$ cat config.mk
export PLATFORM = sky130hd
export DESIGN_NAME = ibe_ram
export DESIGN_NICKNAME = d
export VERILOG_FILES = /design/src/sv/ibe_ram.sv
export SDC_FILE = /design/constraint.sdc
export NUM_CORES = 2
export LEC_CHECK = 0
export BUFFER_PORTS_ARGS = -buffer_cell sky130_fd_sc_hd__buf_4
export CORE_ASPECT_RATIO = 0.7
export CORE_MARGIN = 1
export CORE_UTILIZATION = 39
export DETAILED_ROUTE_END_ITERATION = 16
export GPL_ROUTABILITY_DRIVEN = 0
export PLACE_DENSITY = 0.53
export SYNTH_ARGS = -nofsm -noshare
export SYNTH_HDL_FRONTEND = slang
export SYNTH_SLANG_ARGS = --single-unit
$ cat constraint.sdc
create_clock -name clk -period 2.6 [get_ports clk]
set_input_delay 0.39 -clock clk [delete_from_list [all_inputs] [get_ports clk]]
set_output_delay 0.39 -clock clk [all_outputs]
set_load 0.01 [all_outputs]
$ cat src/sv/ibe_ram.sv
// ----------------------------------------------------------------------------
// ibe_ram
// Generic single-port RAM, one write or read per cycle, registered read data.
// ----------------------------------------------------------------------------
module ibe_ram #(
	parameter int WIDTH = 8,
	parameter int DEPTH = 256
) (
	input  logic                     clk,
	input  logic                     we,
	input  logic [$clog2(DEPTH)-1:0] addr,
	input  logic [WIDTH-1:0]         wdata,
	output logic [WIDTH-1:0]         rdata
);

	logic [WIDTH-1:0] mem [DEPTH];

	always_ff @(posedge clk) begin
		if (we) begin
			mem[addr] <= wdata;
		end
		rdata <= mem[addr];
	end

endmodule

==> run summary <==
fillcell total = 16583
Avg Vias per Cell = 5.63
first-pass GRT wire length = 297 mm
syn nets = 3565
die height = 377 µm
Yosys warnings = 0
WP data arrival = 3.10 ns
I/O pin cnt = 26
setup repair bufs after CTS = 0
syn_area_per_cell = 22.1 µm²
area share of fa/ha/maj cells after synthesis = 0
Synth top area share = 0.783
fin crit share = 0.928
Clock Path Buffers = 4
worst-path fanout max = 1
xor/xnor share of the synthesized area = 0
largest family of logic cells by synthesized area = multiplexers
Static Leakage = 0.0298 µW
simple-gate area share of the yosys netlist = 0.0173
Layout Nets = 4247
dpl cells = 6666
synth unique cells = 22
largest net degree at the start of global routing = 121
post-layout util = 0.470
Initial Util = 0.393
crit path kind = flop to flop
post-route ant nets = 0
cell area after synthesis = 78500 µm²
post-synthesis mux area share = 0.147
Max Clock Skew = 0.0563 ns
Overflow after GRT = 0
routed wire length = 208 mm
wire length per cell = 29.6 µm
Die Area = 203000 µm²
layout cells sized above 1 = 0.346
vias in the first global route = 39496
Seq/Total Area, Yosys = 0.786
DR pass1 iterations = 5
CTS root buf = clkbuf_16
hold crit path type = primary input to flop
CTS tree = built
cell count after synthesis = 3547
DRC violations left = 0
RSZ-0062 raised after global routing = no
compound-gate portion of the synthesized area = 0.0362
status = completed
Core Rows = 137
H-tree depth = 4
Max-Cap Viols = 0
die width = 538 µm
final setup fails = 0
detailed placement HPWL = 133 mm
Hold WS = 0.0163 ns
area grow syn2layout = 19.4%
Worst setup EP type = flop
FMAX = 415 MHz
Reg clk slew, reported paths = 0.06 ns
CTS Sinks = 2056
final hold vios = 0
# port buffers = 25
VDD IR-drop max = 0.000693 V
Seq cells post-synth = 2056
GRT Util Overall = 0.204
largest area contributor in the netlist = edfxtp_1
final non-filler cell total = 7019
Slew Viols, Final = 0
Tmin final = 2.41 ns
cts bufs inserted = 197
First DRT Iteration DRCs = 4569
Synth area leaders = edfxtp_1, mux4_2, a22oi_1, nor2_1, a21oi_1
placeable core area = 200000 µm²
relative slew slack = 0.441
via count = 39492
PwrDens = 733 nW/µm²
insertion delay to the later sink of the worst-skew pair = 0.83 ns
initial antenna violation count = 13
actual slew at the worst max-slew pin = 0.839 ns
crit path launch type = flop
Critical Path RT = 3.29 ns
==> state kept, by name, indices dropped and copies added (netlist names) <==
| register | flops |
|---|---|
| mem | 2048 |
| rdata | 8 |
==> metal layers <==
metal,GRT usage,share of wire,vias to the layer above
li1,-,-,16455
met1,0.315,0.46,21297
met2,0.302,0.44,1526
met3,0.0392,0.082,210
met4,0.0352,0.014,4
met5,0,0.00013,-
==> through the flow <==
| step | power [µW] | area, µm² | setup TNS (ns) | worst slack (ns) |
|---|---|---|---|---|
| 2_1_floorplan | 38900 | 78500 | -1.03 | -0.00870 |
| 3_3_place_gp | 40900 | 87300 | -20.70 | -1.25 |
| 3_5_place_dp | 41000 | 87300 | -21.17 | -1.23 |
| 4_1_cts | 69300 | 93700 | 0 | 0.00712 |
| 5_1_grt | 70600 | 93700 | 0 | 0.0855 |
| 6_report | 68600 | 93700 | 0 | 0.188 |
==> logic make-up after synthesis <==
kind of cell,Yosys count
and+or+nand+nor,330
DFF,2056
muxes,512
AOI/OAI and AO/OA,416
buffers and inverters,233
==> cells in the final DEF (no fill, tap or decap), drive strengths merged <==
| cell type | netlist | routed |
|---|---|---|
| nand2 | 28 | 28 |
| clkinvlp | 0 | 4 |
| inv | 1 | 4 |
| nor3 | 30 | 30 |
| buf | 87 | 710 |
| and2 | 3 | 3 |
| clkinv | 0 | 71 |
| a21oi | 128 | 128 |
| or2 | 2 | 2 |
| nand3 | 13 | 13 |
| nand4 | 8 | 8 |
| clkbuf | 145 | 246 |
| nor2b | 7 | 7 |
| mux4 | 512 | 512 |
| o41ai | 32 | 32 |
| diode | 0 | 3 |
| or3 | 1 | 1 |
| nor2 | 232 | 232 |
| nand2b | 6 | 6 |
| bufinv | 0 | 21 |
| a22oi | 256 | 256 |
| dfxtp | 8 | 8 |
| dlygate4sd3 | 0 | 5 |
| edfxtp | 2048 | 2048 |
==> power by group <==
part / leakage, µW / internal [µW] / switching, µW / total [µW]
combinational: 0.00827 / 1460 / 2170 / 3630
clock: 0.00305 / 16300 / 12200 / 28400
sequential: 0.0185 / 36500 / 53.1 / 36600
total: 0.0298 / 54200 / 14400 / 68600
==> cells in the mapped netlist <==
library cell	n
a21oi_1	128
a22oi_1	256
and2_1	3
buf_1	19
buf_2	36
buf_4	16
buf_6	16
clkbuf_1	145
dfxtp_1	8
edfxtp_1	2048
inv_1	1
mux4_2	512
nand2_1	28
nand2b_1	6
nand3_1	13
nand4_1	8
nor2_1	232
nor2b_1	7
nor3_1	30
o41ai_1	32
or2_2	2
or3_1	1
==> layout make-up <==
class	instances	area (µm²)	area share
Sequential cell	2056	61700	0.658
Multi-Input combinational cell	1258	15900	0.170
Timing Repair Buffer	715	6590	0.0704
Clock buffer	246	5220	0.0557
Tap cell	2641	3300	0.0353
Clock inverter	99	1020	0.0108
Antenna cell	3	7.51	0.0000801
Inverter	1	3.75	0.0000401
==> worst max-delay path, cell delays in order (launching register included) <==
cell and delay [ns]:
edfxtp_1 0.35, mux4_2 0.47, a22oi_1 0.31, a21oi_1 0.31, o41ai_2 0.59, buf_4 0.21
nand4_1 0.07
==> worst paths after layout <==
path,end,cells past startpoint,slack (ns),start
max,rdata[5]$_DFF_P_,6,0.19,mem[139][5]$_DFFE_PP_
min,mem[203][2]$_DFFE_PP_,1,0.02,wdata[2]
max reg2reg,rdata[5]$_DFF_P_,6,0.19,mem[139][5]$_DFFE_PP_
min reg2reg,rdata[5]$_DFF_P_,5,1.03,mem[34][5]$_DFFE_PP_
==> timing repair <==
action,in CTS,in global routing
resized for setup,4,3
pin swaps,0,0
endpoints found under the setup margin,3,3
hold endpoints to repair,162,0
hold buffers,5,0
No activity file was read; power rests on OpenSTA's default activity.
