[config.mk]
export PLATFORM = sky130hd
export DESIGN_NAME = ibe_walk
export DESIGN_NICKNAME = d
export VERILOG_FILES = /design/src/sv/ibe_pkg.sv /design/src/sv/ibe_walk.sv
export SDC_FILE = /design/constraint.sdc
export NUM_CORES = 1
export LEC_CHECK = 0
export BUFFER_PORTS_ARGS = -buffer_cell sky130_fd_sc_hd__buf_2
export CAP_MARGIN = 20
export CORE_MARGIN = 5
export CORE_UTILIZATION = 30
export CTS_CLUSTER_SIZE = 14
export DETAILED_ROUTE_END_ITERATION = 12
export RECOVER_POWER = 25
export SLEW_MARGIN = 0
export SYNTH_ARGS = -nofsm -noshare
export SYNTH_HDL_FRONTEND = slang
export SYNTH_SLANG_ARGS = --single-unit
[constraint.sdc]
create_clock -name clk -period 4.3 [get_ports clk]
set_input_delay 0.86 -clock clk [delete_from_list [all_inputs] [get_ports clk]]
set_output_delay 0.86 -clock clk [all_outputs]
set_load 0.05 [all_outputs]
[src/sv/ibe_pkg.sv]
// ----------------------------------------------------------------------------
// ibe_pkg
// Shared types, command codes and helpers for the indexed blit engine.
// ----------------------------------------------------------------------------
package ibe_pkg;

	// word address width ahead of the capacity check; holds any y * width + x
	localparam int AXW = 23;

	typedef enum logic [2:0] {
		OP_LOAD_SRC  = 3'd0,
		OP_WRITE_DST = 3'd1,
		OP_READ_DST  = 3'd2,
		OP_PASTE     = 3'd3,
		OP_FILL      = 3'd4,
		OP_CLEAR     = 3'd5
	} op_t;

	localparam logic [1:0] REG_DEST_WIDTH  = 2'd0;
	localparam logic [1:0] REG_DEST_HEIGHT = 2'd1;
	localparam logic [1:0] REG_SRC_WIDTH   = 2'd2;
	localparam logic [1:0] REG_SRC_HEIGHT  = 2'd3;

	localparam logic [10:0] RST_WIDTH  = 11'd320;
	localparam logic [10:0] RST_HEIGHT = 11'd200;

	// color key for transparent paste
	localparam logic [7:0] KEY_INDEX = 8'd0;

	// one rectangle scan: two address streams with their own row pitch
	typedef struct packed {
		logic [AXW-1:0] base_a;
		logic [10:0]    stride_a;
		logic [AXW-1:0] base_b;
		logic [10:0]    stride_b;
		logic [10:0]    w;
		logic [10:0]    h;
	} walk_cfg_t;

	typedef struct packed {
		logic           busy;
		logic [AXW-1:0] a;
		logic [AXW-1:0] b;
	} walk_pix_t;

	function automatic logic [10:0] clip_len(logic [10:0] len, logic [10:0] start,
		logic [10:0] limit);
		logic [10:0] room;
		room = limit - start;
		if (start >= limit) begin
			return 11'd0;
		end
		if (len > room) begin
			return room;
		end
		return len;
	endfunction

endpackage

[src/sv/ibe_walk.sv]
// ----------------------------------------------------------------------------
// ibe_walk
// Rectangle scanner: steps one pixel per cycle through w x h, producing
// a source-side and a destination-side word address by stride addition.
// ----------------------------------------------------------------------------
module ibe_walk import ibe_pkg::*; (
	input  logic      clk,
	input  logic      arst_n,
	input  logic      start,
	input  walk_cfg_t cfg,
	output walk_pix_t pix
);

	logic           busy_q;
	logic [AXW-1:0] a_q, b_q, arow_q, brow_q;
	logic [10:0]    xcnt_q, ycnt_q, w_q, sa_q, sb_q;
	logic [AXW-1:0] arow_next, brow_next;

	assign arow_next = arow_q + AXW'(sa_q);
	assign brow_next = brow_q + AXW'(sb_q);

	always_ff @(posedge clk or negedge arst_n) begin
		if (!arst_n) begin
			busy_q <= 1'b0;
		end else if (start) begin
			busy_q <= (cfg.w != 11'd0) && (cfg.h != 11'd0);
		end else if (busy_q && xcnt_q == 11'd0 && ycnt_q == 11'd0) begin
			busy_q <= 1'b0;
		end
	end

	always_ff @(posedge clk) begin
		if (start) begin
			a_q    <= cfg.base_a;
			arow_q <= cfg.base_a;
			b_q    <= cfg.base_b;
			brow_q <= cfg.base_b;
			xcnt_q <= cfg.w - 11'd1;
			ycnt_q <= cfg.h - 11'd1;
			w_q    <= cfg.w;
			sa_q   <= cfg.stride_a;
			sb_q   <= cfg.stride_b;
		end else if (busy_q) begin
			if (xcnt_q != 11'd0) begin
				xcnt_q <= xcnt_q - 11'd1;
				a_q    <= a_q + AXW'(1);
				b_q    <= b_q + AXW'(1);
			end else if (ycnt_q != 11'd0) begin
				// next row
				ycnt_q <= ycnt_q - 11'd1;
				xcnt_q <= w_q - 11'd1;
				arow_q <= arow_next;
				brow_q <= brow_next;
				a_q    <= arow_next;
				b_q    <= brow_next;
			end
		end
	end

	assign pix = '{busy: busy_q, a: a_q, b: b_q};

endmodule

==> flow_summary_export.csv <==
group,metric,value,unit
outcome,outcome,"finished, violations left",
outcome,violations,"capacitance limit, slew limit",
finish,layout_commonest_cell,"edfxtp_1",
cts,h-tree-depth,4,
power,worst_ir_drop_vdd,0.000217,V
global_routing,gr-total-overflow,0,
floorplanning,rows,62,
route,postRouteAntennaNets,0,
global_routing,grt_usage,14.6,%
cts,cts_buffer_depth,2,
power,internal_power,3.10,mW
critical_path,critPathRequiredTime,4480,ps
timing,clock_skew,14.3,ps
global_routing,grt_max_degree,75,
cts,cts_sinks,148,
yosys,ys_dominant_reg_cell,"edfxtp_1",
power,power.switching,1.49,mW
timing,relSlewSlack,-10.5,%
power,power_density,442,nW/um^2
timing,clock.fmax,309,MHz
critical_path,crit_path_max_incr_delay,1000,ps
yosys,synth_nets,927,
critical_path,crit_fanout,28,
finish,finish.utilization,36.2,%
route,via_per_inst,5.01,
finish,antenna_cells,0,
timing,setup_viol,0,
global_routing,antenna_found_initial,0,
flow_run,cap_viol_max_count,1,
power,comb_power_share,23.7,%
timing,rsz0062_at_grt,"false",
route,vias,6702,
power,seqPwrFrac,42.1,%
yosys,ys_types,61,
cts,cts_tree,"done",
cts,cts_setup_buffers,0,
critical_path,crit_type,"input pin to flip-flop",
critical_path,slowest_stage,"clkbuf_1",
finish,fin_area,10400,sq um
critical_path,start_kind,"input pin",
critical_path,endpoint_kind,"flip-flop",
yosys,yosysTopAreaCell,"edfxtp_1",
placed_design,io_buffers,139,
global_routing,grt_first_pass_wirelength,37.8,mm
cts,ctsRootBufferMaster,"clkbuf_16",
timing,slew_violations,75,
yosys,yosysSeqAreaShare,51.1,%
finish,area_delta_synth_final,19.4,%
timing,finalSetupTns,0,ps
route,wl_per_cell,17.8,um
floorplanning,start_util,30.3,%
route,dr.pass1.iters,8,
route,detail_route.iter0.violations,463,
timing,period_share,75.2,%
power,clock_power_share,34.2,%
floorplanning,core,28600,sq um
cts,clock_latency,430,ps
yosys,synth_area,8690,sq um
cts,path_clk_slew,70,ps
yosys,async_flop_share,0.676,%
cts,cts_hold_buf,0,
floorplanning,ios,140,
timing,worst_pin_slew,1660,ps
finish,final_nets,1062,
floorplanning,dieArea,32500,sq um
cts,post_cts_resized,0,
finish,drive_above_1_share,18.9,%
placed_design,dpl_cell_area,9810,sq um
yosys,post_synth_inst_count,806,
yosys,synthTopCellsByArea,"edfxtp_1, xor2_1, xnor2_1",
route,drcViolationCount,0,
power,p_leak,3.83,nW
yosys,ys_ff_latch,148,
timing,min_period,3230,ps
yosys,yosysWarnings,0,
placed_design,dp_hpwl,17.0,mm
finish,final_cell_mix,"edfxtp_1, buf_2, nand2_1",
global_routing,grt_pass1_vias,6739,
cts,numCtsBuffers,17,
floorplanning,die_height,180,um
placed_design,globalplace.congestion,0.814,
timing,hold_violations,0,
hold_path,hold_class,"input pin to asynchronous set/reset pin",
yosys,synthDominantCellAreaShare,50.8,%
route,drt_wl_total,23.8,mm
floorplanning,die_w,180,um
critical_path,cp.arrival,3410,ps
yosys,syn_area_per_cell,10.8,sq um
power,swShare,32.4,%
critical_path,path_cells,"buf_4 -> clkbuf_1 -> nor2b_1 -> a221oi_1 -> ha_1 -> nand3_1 -> nor3_1 -> xor2_1",
yosys,synth-edff-count,147,
synthesized netlist by cell type (8+ instances only):
library cell,count
clkbuf_1,22
a21oi_1,53
a221oi_1,19
ha_1,26
and3_1,13
nor3_1,25
mux2i_1,17
xnor2_1,38
inv_1,17
and4_1,11
nor2_1,69
nand3_1,22
nor2b_1,12
nand2_1,78
o21a_1,8
o21ai_0,48
xor2_1,55
edfxtp_1,147
nand4_1,12
final cells by class:
class / instances / area [sq um]
Tap cell: 384 / 480
Inverter: 18 / 70.1
Sequential cell: 148 / 4440
Timing Repair Buffer: 148 / 742
Fill cell: 2860 / 18300
Clock buffer: 18 / 429
Clock inverter: 14 / 175
Multi-Input combinational cell: 608 / 4040
worst paths after layout:
check / from / end / slack (ps) / depth (start not counted)
min reg2reg: ycnt_q[0] / ycnt_q[0] / 620 / 1
max: start / xcnt_q[8] / 1070 / 8
min in group clk: cfg[24] / sb_q[2] / 600 / 1
max in group asynchronous: arst_n / busy_q / 4020 / 1
min: arst_n / busy_q / 190 / 1
max reg2reg: arow_q[0] / a_q[22] / 1400 / 10
per-stage QoR:
step | hold slack (ps) | power [mW] | worst slack, ps | std cells
after detailed placement | 610 | 3.05 | 1250 | 1306
after CTS | 185 | 4.63 | 1370 | 1338
final | 192 | 4.59 | 1070 | 1338
after global placement | 588 | 3.04 | 1300 | 1306
after floorplan | 564 | 2.74 | 895 | 806
after global routing | 178 | 4.82 | 832 | 1338
routing by layer:
metal	track usage [%]	up-vias	share of wire, %
met5	0	-	0
met4	4.45	0	2.2
met1	19.2	3171	44
met2	23.8	203	48
li1	-	3295	-
met3	3.55	33	6.3
kinds of logic (layout without fill, tap and decap cells):
| logic type | Yosys count | after routing | share of synthesized area [%] |
|---|---|---|---|
| adder cells (fa/ha/maj) | 28 | 28 | 4.21 |
| multiplexers | 24 | 24 | 2.87 |
| AND/OR/NAND/NOR | 272 | 272 | 15.5 |
| XOR/XNOR | 93 | 93 | 9.38 |
| flip-flops | 148 | 148 | 51.1 |
| buffers and inverters | 50 | 198 | 2.49 |
| AO/OA/AOI/OAI | 191 | 191 | 14.4 |
sequential cells by signal (all words and copies together), names as in the netlist:
| signal | count |
|---|---|
| b_q | 23 |
| brow_q | 23 |
| xcnt_q | 11 |
| sa_q | 11 |
| w_q | 11 |
| ycnt_q | 11 |
| a_q | 23 |
| sb_q | 11 |
| arow_q | 23 |
| busy_q | 1 |
worst max-delay path: cells and delay by family:
kind / cells / cell delay, ps
buffers and inverters: 2 / 1150
AND/OR/NAND/NOR: 3 / 530
AO/OA/AOI/OAI: 1 / 470
adder cells (fa/ha/maj): 1 / 280
XOR/XNOR: 1 / 90
power groups by stage:
stage,Clock [mW],Sequential [mW],Combinational (mW)
detailed placement,0,1.96,1.09
finish,1.57,1.93,1.09
CTS,1.59,1.93,1.10
floorplan,0,2.14,0.601
global route,1.66,1.96,1.20
global placement,0,1.96,1.09
(Power assumes the default switching activity.)
